--- config.mk ---
export PLATFORM = sky130hd
export DESIGN_NAME = chained_free_block_list
export DESIGN_NICKNAME = d
export VERILOG_FILES = /design/src/rtl/cfbl_pkg.sv /design/src/rtl/cfbl_ctrl.sv /design/src/rtl/cfbl_dp.sv /design/src/rtl/chained_free_block_list.sv
export SDC_FILE = /design/constraint.sdc
export NUM_CORES = 2
export LEC_CHECK = 0
export ABC_CLOCK_PERIOD_IN_PS = 7290
export BUFFER_PORTS_ARGS = -buffer_cell sky130_fd_sc_hd__buf_4
export CAP_MARGIN = 10
export CORE_ASPECT_RATIO = 0.75
export CORE_MARGIN = 3
export CORE_UTILIZATION = 40
export DETAILED_ROUTE_END_ITERATION = 12
export PLACE_DENSITY = 0.64
export SLEW_MARGIN = 20
export SYNTH_ARGS = -nofsm -noshare
export SYNTH_HDL_FRONTEND = slang
export SYNTH_SLANG_ARGS = --single-unit
--- constraint.sdc ---
create_clock -name clk -period 7.29 [get_ports clk]
set_input_delay 0.3645 -clock clk [delete_from_list [all_inputs] [get_ports clk]]
set_output_delay 0.3645 -clock clk [all_outputs]
set_load 0.05 [all_outputs]
--- src/rtl/cfbl_pkg.sv ---
// ----------------------------------------------------------------------------
// cfbl_pkg: shared types and constants of the chained free block list
// Word formats, kind and status codes, sizes, controller command and status.
// ----------------------------------------------------------------------------
package cfbl_pkg;

    localparam int LIST_ENTRIES = 32;
    localparam int AW           = $clog2(LIST_ENTRIES);     // list slot address
    localparam int CW           = $clog2(LIST_ENTRIES + 1); // counts up to LIST_ENTRIES

    localparam logic [1:0] KIND_ALLOC = 2'd0;
    localparam logic [1:0] KIND_FREE  = 2'd1;
    localparam logic [1:0] KIND_FILL  = 2'd2;
    localparam logic [1:0] KIND_NONE  = 2'd3;

    localparam logic [1:0] ST_OK     = 2'd0;
    localparam logic [1:0] ST_FULL   = 2'd1;
    localparam logic [1:0] ST_REFILL = 2'd2;

    typedef struct packed {
        logic [1:0]  kind;
        logic [31:0] block_number;
        logic [5:0]  word_index;
    } item_t;

    typedef struct packed {
        logic [1:0]  status;
        logic [31:0] result_block;
        logic [31:0] spill_word;
        logic        is_spill;
        logic        refill_needed;
        logic        last;
    } result_t;

    typedef struct packed {
        logic       load;
        logic       fill;
        logic       rd_slot;
        logic       alloc;
        logic       reject;
        logic [1:0] reject_status;
        logic       free_push;
        logic       spill_rd;
        logic       spill_out;
        logic       spill_end;
    } ctl_cmd_t;

    typedef struct packed {
        logic [1:0] kind;
        logic       refill_busy;
        logic       count_zero;
        logic       slot_zero;
        logic       rd_done;
    } ctl_sts_t;

endpackage

--- src/rtl/cfbl_ctrl.sv ---
// ----------------------------------------------------------------------------
// cfbl_ctrl: sequencer of the chained free block list
// One-hot state machine issuing datapath commands per word.
// ----------------------------------------------------------------------------
module cfbl_ctrl (
    input  logic              clk,
    input  logic              rst_n,
    input  logic              start,
    output logic              busy,
    input  cfbl_pkg::ctl_sts_t sts,
    output cfbl_pkg::ctl_cmd_t cmd
);

    typedef enum logic [3:0] {
        S_IDLE  = 4'b0001,
        S_EXEC  = 4'b0010,
        S_ALLOC = 4'b0100,
        S_SPILL = 4'b1000
    } state_t;

    state_t state_reg;
    state_t state_next;

    always_ff @(posedge clk or negedge rst_n)
    begin
        if (!rst_n)
            state_reg <= S_IDLE;
        else
            state_reg <= state_next;
    end

    assign busy = (state_reg != S_IDLE);

    always_comb
    begin
        cmd        = '0;
        state_next = state_reg;
        unique case (state_reg)
            S_IDLE:
            begin
                if (start)
                begin
                    cmd.load   = 1'b1;
                    state_next = S_EXEC;
                end
            end
            S_EXEC:
            begin
                state_next = S_IDLE;
                unique case (sts.kind)
                    cfbl_pkg::KIND_FILL: cmd.fill = 1'b1;
                    cfbl_pkg::KIND_NONE: ;
                    cfbl_pkg::KIND_ALLOC:
                    begin
                        priority if (sts.refill_busy)
                        begin
                            cmd.reject        = 1'b1;
                            cmd.reject_status = cfbl_pkg::ST_REFILL;
                        end
                        else if (sts.count_zero)
                        begin
                            cmd.reject        = 1'b1;
                            cmd.reject_status = cfbl_pkg::ST_FULL;
                        end
                        else
                        begin
                            cmd.rd_slot = 1'b1;
                            state_next  = S_ALLOC;
                        end
                    end
                    cfbl_pkg::KIND_FREE:
                    begin
                        priority if (sts.refill_busy)
                        begin
                            cmd.reject        = 1'b1;
                            cmd.reject_status = cfbl_pkg::ST_REFILL;
                        end
                        else if (sts.slot_zero)
                        begin
                            cmd.spill_rd = 1'b1;
                            state_next   = S_SPILL;
                        end
                        else
                            cmd.free_push = 1'b1;
                    end
                endcase
            end
            S_ALLOC:
            begin
                cmd.alloc  = 1'b1;
                state_next = S_IDLE;
            end
            S_SPILL:
            begin
                cmd.spill_out = 1'b1;
                if (sts.rd_done)
                begin
                    cmd.spill_end = 1'b1;
                    state_next    = S_IDLE;
                end
                else
                    cmd.spill_rd = 1'b1;
            end
            default: state_next = S_IDLE;
        endcase
    end

endmodule

--- src/rtl/cfbl_dp.sv ---
// ----------------------------------------------------------------------------
// cfbl_dp: datapath of the chained free block list
// List memory, free count, slot index, refill counter and result register.
// ----------------------------------------------------------------------------
module cfbl_dp (
    input  logic               clk,
    input  logic               rst_n,
    input  cfbl_pkg::item_t    item,
    input  logic               cfg_we,
    input  logic [31:0]        cfg_data,
    input  cfbl_pkg::ctl_cmd_t cmd,
    output cfbl_pkg::ctl_sts_t sts,
    output logic               done,
    output cfbl_pkg::result_t  result
);

    localparam logic [cfbl_pkg::AW-1:0] SLOT_LAST = cfbl_pkg::AW'(cfbl_pkg::LIST_ENTRIES - 1);
    localparam logic [cfbl_pkg::CW-1:0] CNT_FULL  = cfbl_pkg::CW'(cfbl_pkg::LIST_ENTRIES);

    logic [31:0] mem [cfbl_pkg::LIST_ENTRIES];
    logic [31:0] rdata_reg;

    cfbl_pkg::item_t   item_reg;
    cfbl_pkg::result_t rsp_reg, rsp_next;
    logic              done_reg, done_next;

    logic [31:0]               free_count_reg, free_count_next;
    logic [cfbl_pkg::AW-1:0]   next_slot_reg, next_slot_next;
    logic [cfbl_pkg::CW-1:0]   refill_left_reg, refill_left_next;
    logic [cfbl_pkg::CW-1:0]   rd_idx_reg, rd_idx_next;

    logic                      mem_we, mem_re;
    logic [cfbl_pkg::AW-1:0]   mem_wa, mem_ra;
    logic                      fill_in_range;
    logic                      link;

    assign fill_in_range = (int'(item_reg.word_index) < cfbl_pkg::LIST_ENTRIES);
    assign link          = (next_slot_reg == SLOT_LAST);

    assign sts.kind        = item_reg.kind;
    assign sts.refill_busy = (refill_left_reg != '0);
    assign sts.count_zero  = (free_count_reg == '0);
    assign sts.slot_zero   = (next_slot_reg == '0);
    assign sts.rd_done     = (rd_idx_reg == CNT_FULL);

    // memory port selection
    always_comb
    begin
        mem_we = 1'b0;
        mem_wa = item_reg.word_index[cfbl_pkg::AW-1:0];
        if (cmd.fill && fill_in_range)
            mem_we = 1'b1;
        if (cmd.free_push)
        begin
            mem_we = 1'b1;
            mem_wa = next_slot_reg - cfbl_pkg::AW'(1);
        end
        if (cmd.spill_end)
        begin
            mem_we = 1'b1;
            mem_wa = SLOT_LAST;
        end
        mem_re = cmd.rd_slot | cmd.spill_rd;
        mem_ra = cmd.spill_rd ? rd_idx_reg[cfbl_pkg::AW-1:0] : next_slot_reg;
    end

    always_ff @(posedge clk)
    begin
        if (mem_we)
            mem[mem_wa] <= item_reg.block_number;
        if (mem_re)
            rdata_reg <= mem[mem_ra];
    end

    always_comb
    begin
        free_count_next  = free_count_reg;
        next_slot_next   = next_slot_reg;
        refill_left_next = refill_left_reg;
        rd_idx_next      = rd_idx_reg;

        if (cfg_we)
            free_count_next = cfg_data;
        if (cmd.alloc)
        begin
            free_count_next = free_count_reg - 32'd1;
            if (link)
                refill_left_next = CNT_FULL;
            else
                next_slot_next = next_slot_reg + cfbl_pkg::AW'(1);
        end
        if (cmd.fill && (refill_left_reg != '0))
        begin
            refill_left_next = refill_left_reg - cfbl_pkg::CW'(1);
            if (refill_left_reg == cfbl_pkg::CW'(1))
                next_slot_next = '0;
        end
        if (cmd.free_push)
        begin
            free_count_next = free_count_reg + 32'd1;
            next_slot_next  = next_slot_reg - cfbl_pkg::AW'(1);
        end
        if (cmd.spill_end)
        begin
            free_count_next = free_count_reg + 32'd1;
            next_slot_next  = SLOT_LAST;
        end
        if (cmd.load)
            rd_idx_next = '0;
        if (cmd.spill_rd)
            rd_idx_next = rd_idx_reg + cfbl_pkg::CW'(1);
    end

    always_comb
    begin
        rsp_next  = '0;
        done_next = cmd.alloc | cmd.reject | cmd.free_push | cmd.spill_out;
        if (cmd.alloc)
        begin
            rsp_next.status        = cfbl_pkg::ST_OK;
            rsp_next.result_block  = rdata_reg;
            rsp_next.refill_needed = link;
            rsp_next.last          = 1'b1;
        end
        if (cmd.reject)
        begin
            rsp_next.status = cmd.reject_status;
            rsp_next.last   = 1'b1;
        end
        if (cmd.free_push)
        begin
            rsp_next.result_block = item_reg.block_number;
            rsp_next.last         = 1'b1;
        end
        if (cmd.spill_out)
        begin
            rsp_next.result_block = item_reg.block_number;
            rsp_next.spill_word   = rdata_reg;
            rsp_next.is_spill     = 1'b1;
            rsp_next.last         = sts.rd_done;
        end
    end

    always_ff @(posedge clk or negedge rst_n)
    begin
        if (!rst_n)
        begin
            free_count_reg  <= '0;
            next_slot_reg   <= SLOT_LAST;
            refill_left_reg <= '0;
            rd_idx_reg      <= '0;
            done_reg        <= 1'b0;
        end
        else
        begin
            free_count_reg  <= free_count_next;
            next_slot_reg   <= next_slot_next;
            refill_left_reg <= refill_left_next;
            rd_idx_reg      <= rd_idx_next;
            done_reg        <= done_next;
        end
    end

    always_ff @(posedge clk)
    begin
        if (cmd.load)
            item_reg <= item;
        rsp_reg <= rsp_next;
    end

    assign done   = done_reg;
    assign result = rsp_reg;

endmodule

--- src/rtl/chained_free_block_list.sv ---
// ----------------------------------------------------------------------------
// chained_free_block_list: superblock-style chained free block list
// Sequence: fill and unused kinds give no word; a rejected alloc/free or a
//   plain free gives its word once the kind is decoded, an alloc after one
//   registered list read. A new word is taken only once busy is low again;
//   a spill holds busy while the whole list is read out, one spill word per
//   cycle through the single read port of the list memory. Results cannot
//   be stalled.
// Reset: free count 0, slot index LIST_ENTRIES - 1, no refill pending; the
//   list memory itself is not cleared and must be filled before use.
// ----------------------------------------------------------------------------
module chained_free_block_list (
    input  logic              clk,
    input  logic              rst_n,
    // command side: a word is taken when start is high and busy is low
    input  logic              start,
    output logic              busy,
    input  cfbl_pkg::item_t   item,
    // result side: one word per cycle while done is high
    output logic              done,
    output cfbl_pkg::result_t result,
    // configuration: initial free count, loaded straight into the counter
    input  logic              cfg_valid,
    output logic              cfg_ready,
    input  logic [31:0]       cfg_data
);

    cfbl_pkg::ctl_cmd_t cmd;
    cfbl_pkg::ctl_sts_t sts;
    logic               cfg_we;

    // configuration is only taken between commands
    assign cfg_ready = ~busy;
    assign cfg_we    = cfg_valid & cfg_ready;

    // sequencer: one-hot FSM, decodes the latched kind against list status
    cfbl_ctrl u_ctrl (
        .clk   (clk),
        .rst_n (rst_n),
        .start (start),
        .busy  (busy),
        .sts   (sts),
        .cmd   (cmd)
    );

    // datapath: list memory, counters and the registered result word
    cfbl_dp u_dp (
        .clk      (clk),
        .rst_n    (rst_n),
        .item     (item),
        .cfg_we   (cfg_we),
        .cfg_data (cfg_data),
        .cmd      (cmd),
        .sts      (sts),
        .done     (done),
        .result   (result)
    );

`ifndef SYNTHESIS
    // a taken command never answers in the very next cycle
    a_no_early_done: assert property (@(posedge clk) disable iff (!rst_n)
        (start && !busy) |=> !done)
        else $error("result word one cycle after start");

    // the final word of a command leaves the block idle
    a_last_idle: assert property (@(posedge clk) disable iff (!rst_n)
        (done && result.last) |-> !busy)
        else $error("busy after final result word");

    // only spill words come without last, and only while still working
    a_spill_busy: assert property (@(posedge clk) disable iff (!rst_n)
        (done && !result.last) |-> (busy && result.is_spill))
        else $error("non-final word outside a spill");

    // a rejection is always a single non-spill word
    a_reject_single: assert property (@(posedge clk) disable iff (!rst_n)
        (done && (result.status != cfbl_pkg::ST_OK)) |-> (result.last && !result.is_spill))
        else $error("rejection word malformed");
`endif

endmodule

After elaboration in Yosys (flattened, before gate mapping)
Memory sizes are Yosys's and may differ from the RTL's. A register that Yosys moved wholly into a read port is not among the register bits.
Cells that the tools add are included.
- memory bits (writable): 1024
- word-level logic and storage cells: 113
- memories kept: 1
- bits in registers: 163
- bits of input ports: 76
- memory list (name ; depth ; bits a word ; read ports ; clocked after memory_dff ; write ports ; line ; text):
    u_dp.mem ; 32 ; 32 ; 1 ; 1 ; 1 ; cfbl_dp.sv:20 ; logic [31:0] mem [cfbl_pkg::LIST_ENTRIES];
- equality and inequality tests: 12
- magnitude comparators: 1
- reduce and logical (&&, ||, !) cells: 12
- mux-type cells: 60
- bitwise logic cells: 6
- add/sub/neg operators: 6
- operators by type and width (cell ; number):
    $mux W32 ; 6
    $mux W65 ; 1
    $mux W5 ; 9
    $add A32 B1 Y32 const B ; 1
    $logic_not A32 Y1 ; 1
    $sub A32 B1 Y32 const B ; 1
    $mux W6 ; 5
    $mux W1 ; 20
    $mux W4 ; 5
    $mux W3 ; 5
    $pmux W4 S3 ; 1
    $mux W2 ; 5
    $pmux W4 S2 ; 1
    $add A6 B1 Y6 const B ; 1
    $eq A6 B1 Y1 const B ; 1
    $eq A6 B6 Y1 const B ; 1
    $lt A6 B6 Y1 const B ; 1
    $pmux W3 S2 ; 1
    $reduce_bool A2 Y1 ; 3
    $reduce_bool A6 Y1 ; 1
    $sub A6 B1 Y6 const B ; 1
    $add A5 B1 Y5 const B ; 1
    $eq A5 B5 Y1 const B ; 1
    $logic_not A5 Y1 ; 1
    other kinds (17) ; 23

Logic depth before layout (Yosys ltp)
- word-level depth: 11
- mapped depth: 15
- mapped depth without buffers: 10

Hierarchy
Synthesis repeated with hierarchy kept, for this count alone.
- cell total of the unflattened synthesis: 3394
- area total of the unflattened synthesis: 49063.3 um^2
- modules (own cells, without submodules) (module ; instances ; cells an instance ; area an instance (um^2)):
    cfbl_dp ; 1 ; 3362 ; 48724.2
    cfbl_ctrl ; 1 ; 30 ; 329.1
    chained_free_block_list ; 1 ; 2 ; 10.0

Worst setup path before layout
OpenSTA, ideal clock, no wires.
- kind: flip-flop to flip-flop
- start: register u_ctrl.state_reg[0]
- end: register u_dp.rd_idx_reg[2] in the netlist's numbering
- cell stages (with the launch flop): 8
- slack: 2742 ps
- arrival: 4415 ps
- buffers on the path: 1
- setup time: 133 ps
- period minus slack after synthesis: 4548 ps
- path through: dfstp_2 -> nor4b_1 -> and2_1 -> clkbuf_1 -> or3_1 -> o21ai_0 -> nand2_1 -> o21ai_0
- RTL lines (what ; line ; text):
    start, declared ; cfbl_ctrl.sv:21 ; state_t state_reg;
    start signal, assigned ; cfbl_ctrl.sv:29 ; state_reg <= state_next;
    end signal, assigned ; cfbl_dp.sv:159 ; rd_idx_reg <= rd_idx_next;
    end, declared ; cfbl_dp.sv:30 ; logic [cfbl_pkg::CW-1:0] rd_idx_reg, rd_idx_next;

Final worst setup path
- start: register u_dp.refill_left_reg[0] in the netlist's numbering
- end: register u_dp.rdata_reg[28] (read register of u_dp.mem), data pin
- cells in the longest elaborated chain, start to end: 5
- RTL lines (what ; line ; text):
    start, declared ; cfbl_dp.sv:29 ; logic [cfbl_pkg::CW-1:0] refill_left_reg, refill_left_next;
    start signal, assigned ; cfbl_dp.sv:158 ; refill_left_reg <= refill_left_next;
    $reduce_bool A6 Y1 (*) ; cfbl_dp.sv:41 ; assign sts.refill_busy = (refill_left_reg != '0);
    $mux W2 / $mux W1 (equally long branches) ; cfbl_ctrl.sv:73, cfbl_ctrl.sv:55 ;
    $mux W2 / $mux W1 (equally long branches) ; cfbl_ctrl.sv:50 ; unique case (sts.kind)
    $pmux W1 S2 / $mux W2 (equally long branches) ; cfbl_ctrl.sv:38 ; unique case (state_reg)
    $mux W5 / $or A1 B1 Y1 (equally long branches) ; cfbl_dp.sv:64, cfbl_dp.sv:63 ;
    end, declared ; cfbl_dp.sv:21 ; logic [31:0] rdata_reg;
Every way passes the cells marked *; elsewhere a longest branch is shown, timed or not.
A chain may end at the register's enable or synchronous reset.

==> impl_metrics.csv <==
group,metric,value,unit
logic_synthesis,synth-seq-cells,1219,
timing,slew_viol_final,0,
global_routing,grt_use_total,23.52,%
floorplan,start_util,40.56,%
timing,setup_viol,0,
final_layout,fin_nets,3870,
setup_path,start_kind,"register",
logic_synthesis,synth_common_cells,"edfxtp_1 (1096), nand3_1 (804), o21ai_0 (416)",
drt,wl_per_cell,27.91,µm
logic_synthesis,yosysMostFrequentCell,"edfxtp_1",
logic_synthesis,yosysUniqueCellTypes,85,
timing,tns,0,ns
pwr,ir_drop,0.3308,mV
final_layout,largest_reg_flops,1024,
timing,finClkSkew,0.02106,ns
drt,vias,34040,
final_layout,fin_util,47.03,%
pwr,pwr-share-clk,34.5,%
timing,fin_crit_sh,68.77,%
place,port_buffers,147,
clock_tree,ctsRootBufferMaster,"clkbuf_16",
setup_path,cp.required,7.73,ns
clock_tree,numCtsBuffers,118,
logic_synthesis,yosys.area.top_type,"edfxtp_1",
final_layout,fillCellCount,10610,
floorplan,core,122900,µm²
logic_synthesis,syn_area,49850,µm²
min_path,min_to,"u_dp.free_count_reg[28]",
floorplan,fp.dieArea,128900,µm²
drt,ant_nets,0,
drt,via_per_inst,6.160,
global_routing,grt_overflow,0,
logic_synthesis,yosysSeqAreaShare,71.52,%
setup_path,crit_fanout,28,
timing,whs,0.06384,ns
logic_synthesis,synth_area_leaders,"edfxtp_1 (66%), nand3_1 (8.1%), o21ai_0 (4.2%), dfxtp_1 (2.8%), dfrtp_1 (2.4%)",
min_path,hold_path_class,"in2reg",
setup_path,rr_worst_depth,12,
setup_path,crit_type,"reg2reg",
drt,drt-total-wl,154.2,mm
final_layout,area_growth,15.97,%
logic_synthesis,synthArstFlopShare,4.430,%
place,dpl.hpwl,84.93,mm
timing,hold_violations,0,
clock_tree,cts_buffer_depth,3,
logic_synthesis,synth_edf_count,1096,
flow_run,cap_viol_max_count,0,
timing,worst_slew_pin_slew,1.138,ns
floorplan,row_count,111,
floorplan,fp.dieW,413.6,µm
floorplan,die_y,311.7,µm
pwr,p_per_area,324.7,nW/µm²
min_path,hold_start,"cfg_data[28]",
timing,slew_headroom,24.14,%
global_routing,grt_pass1_wl,225.6,mm
global_routing,grt_max_degree,225,
logic_synthesis,synth_ff_type,"edfxtp_1",
global_routing,met1_usage,35.66,%
logic_synthesis,netlist.area_leader.share,66.02,%
pwr,p_leak,0.01885,µW
place,gp_congestion,0.8501,
floorplan,pin_count,148,
logic_synthesis,yosys_warnings,0,
drt,drt_pre_antenna_iters,6,
place,dpl_cell_area,52980,µm²
final_layout,final_area,57810,µm²
timing,fmax,199.5,MHz
clock_tree,clk_pin_slew_worst_paths,0.06,ns
setup_path,cp.arrival,5.45,ns
global_routing,top_usage_layer,"met1",
setup_path,r2r_slack,2.28,ns
clock_tree,htreeDepth,3,
pwr,p_switching,5824,µW
outcome,outcome,"finished, final reports clean",
drt,drt_iter0_drc,4911,
setup_path,r2r-end,"u_dp.rdata_reg[28]",
pwr,power_frac_seq,44.5,%
setup_path,r2r-start,"u_dp.refill_left_reg[0]",
clock_tree,cts.sinks,1219,
timing,fin_crit,5.013,ns
setup_path,end_kind,"register",
clock_tree,post_cts_buffers,0,
drt,drc,0,
final_layout,drive_gt1_share,14.02,%
logic_synthesis,post_synth.cell_area_avg,13.59,µm²
min_path,min_path_cells,4,
global_routing,gr-usage-met3,4.813,%
clock_tree,cts_tree,"built",
global_routing,antenna_found_initial,4,
global_routing,use_met2,33.26,%
logic_synthesis,netlist_instances,3669,
logic_synthesis,syn-num-nets,3754,
pwr,p_sw_share,31.02,%
pwr,p_int,12950,µW
pwr,pwr-share-comb,21.0,%
global_routing,first_global_vias,32270,
timing,rsz0062_at_grt,"no",
clock_tree,clkLatencyLatePin,0.74,ns
[critical path: stages, from the launching register on]
cell and delay [ns]:
dfrtp_1 0.42, inv_1 0.09, ha_1 0.17, nor3b_1 0.51, and4_1 0.58, nor2_4 0.16
inv_4 0.23, mux2i_4 0.80, buf_4 0.55, buf_4 0.36, nand3_1 0.13, a41oi_2 0.59
a2111oi_2 0.11
[power by group through the flow]
| stage | Sequential [µW] | Combinational [µW] | Clock [µW] |
|---|---|---|---|
| after global routing | 8380 | 4220 | 6830 |
| final | 8350 | 3940 | 6480 |
| after CTS | 8370 | 3860 | 6560 |
| after floorplan | 8470 | 2320 | 0 |
| after global placement | 8510 | 3790 | 0 |
| after detailed placement | 8520 | 3830 | 0 |
[final cells by class]
| type | count | area (µm²) | area share (%) |
|---|---|---|---|
| multi-input cells | 2108 | 13180 | 22.80 |
| flip-flops and latches | 1219 | 35650 | 61.67 |
| clock buffers | 142 | 3107 | 5.374 |
| clock inverters | 80 | 942.2 | 1.630 |
| repair buffers | 324 | 2820 | 4.878 |
| inverters | 14 | 55.05 | 0.09523 |
| well taps | 1638 | 2049 | 3.545 |
| diodes | 1 | 2.502 | 0.004329 |
[worst max path at each step]
stage | start | endpoint | slack [ns]
floorplan | u_ctrl.state_reg[0] | u_dp.rd_idx_reg[2] | 2.74
global placement | u_dp.refill_left_reg[0] | u_dp.rdata_reg[28] | 2.15
detailed placement | u_dp.refill_left_reg[0] | u_dp.rdata_reg[28] | 2.11
CTS | u_dp.refill_left_reg[0] | u_dp.rdata_reg[28] | 2.13
global route | u_dp.refill_left_reg[0] | u_dp.rdata_reg[28] | 2.08
finish | u_dp.refill_left_reg[0] | u_dp.rdata_reg[28] | 2.28
[per-layer routing]
| layer | wire length, µm | vias to the layer above |
|---|---|---|
| met5 | 0 | - |
| met2 | 66470 | 1924 |
| met4 | 5355 | 0 |
| met1 | 66950 | 17130 |
| met3 | 15480 | 286 |
| li1 | - | 14700 |
[layout by cell type (no fill, tap or decap), types with 16 or more instances in the layout]
| master | n |
|---|---|
| a211oi_1 | 106 |
| and2_1 | 41 |
| a2111o_1 | 32 |
| clkbuf_1 | 21 |
| o21ai_0 | 415 |
| a41oi_1 | 96 |
| edfxtp_1 | 1096 |
| a21boi_0 | 96 |
| nor2_1 | 58 |
| a2111oi_2 | 30 |
| dlygate4sd3_1 | 69 |
| nand3_1 | 803 |
| buf_4 | 237 |
| mux2i_1 | 35 |
| dfrtp_1 | 48 |
| bufinv_16 | 20 |
| clkbuf_16 | 121 |
| dfxtp_1 | 69 |
| clkinv_1 | 22 |
| nand2_1 | 57 |
| a22o_1 | 34 |
| nand4_1 | 16 |
| nor3_1 | 22 |
| clkinv_2 | 22 |
| a21oi_1 | 42 |
| nor2_4 | 34 |
[metrics by stage]
stage	total power, µW	instances	worst slack (ns)
6_report	18770	5526	2.277
3_3_place_gp	12290	5226	2.145
4_1_cts	18790	5520	2.129
3_5_place_dp	12340	5229	2.107
2_1_floorplan	10790	3669	2.742
5_1_grt	19420	5526	2.082
[logic make-up after synthesis]
| logic type | after synthesis | synth area share, % |
|---|---|---|
| fa+ha+maj | 9 | 0.2259 |
| mux | 40 | 0.8484 |
| compound gates | 937 | 12.94 |
| xor+xnor | 14 | 0.2460 |
| simple gates | 1108 | 11.37 |
| buf+inv | 342 | 2.851 |
| flops | 1219 | 71.52 |
[repair_timing]
action	4_1_cts	5_1_grt
endpoints found under the hold margin	117	0
endpoints found under the setup margin	0	0
gates resized for setup	0	0
hold buffers	69	0
Power figures use the tool's default switching activity.
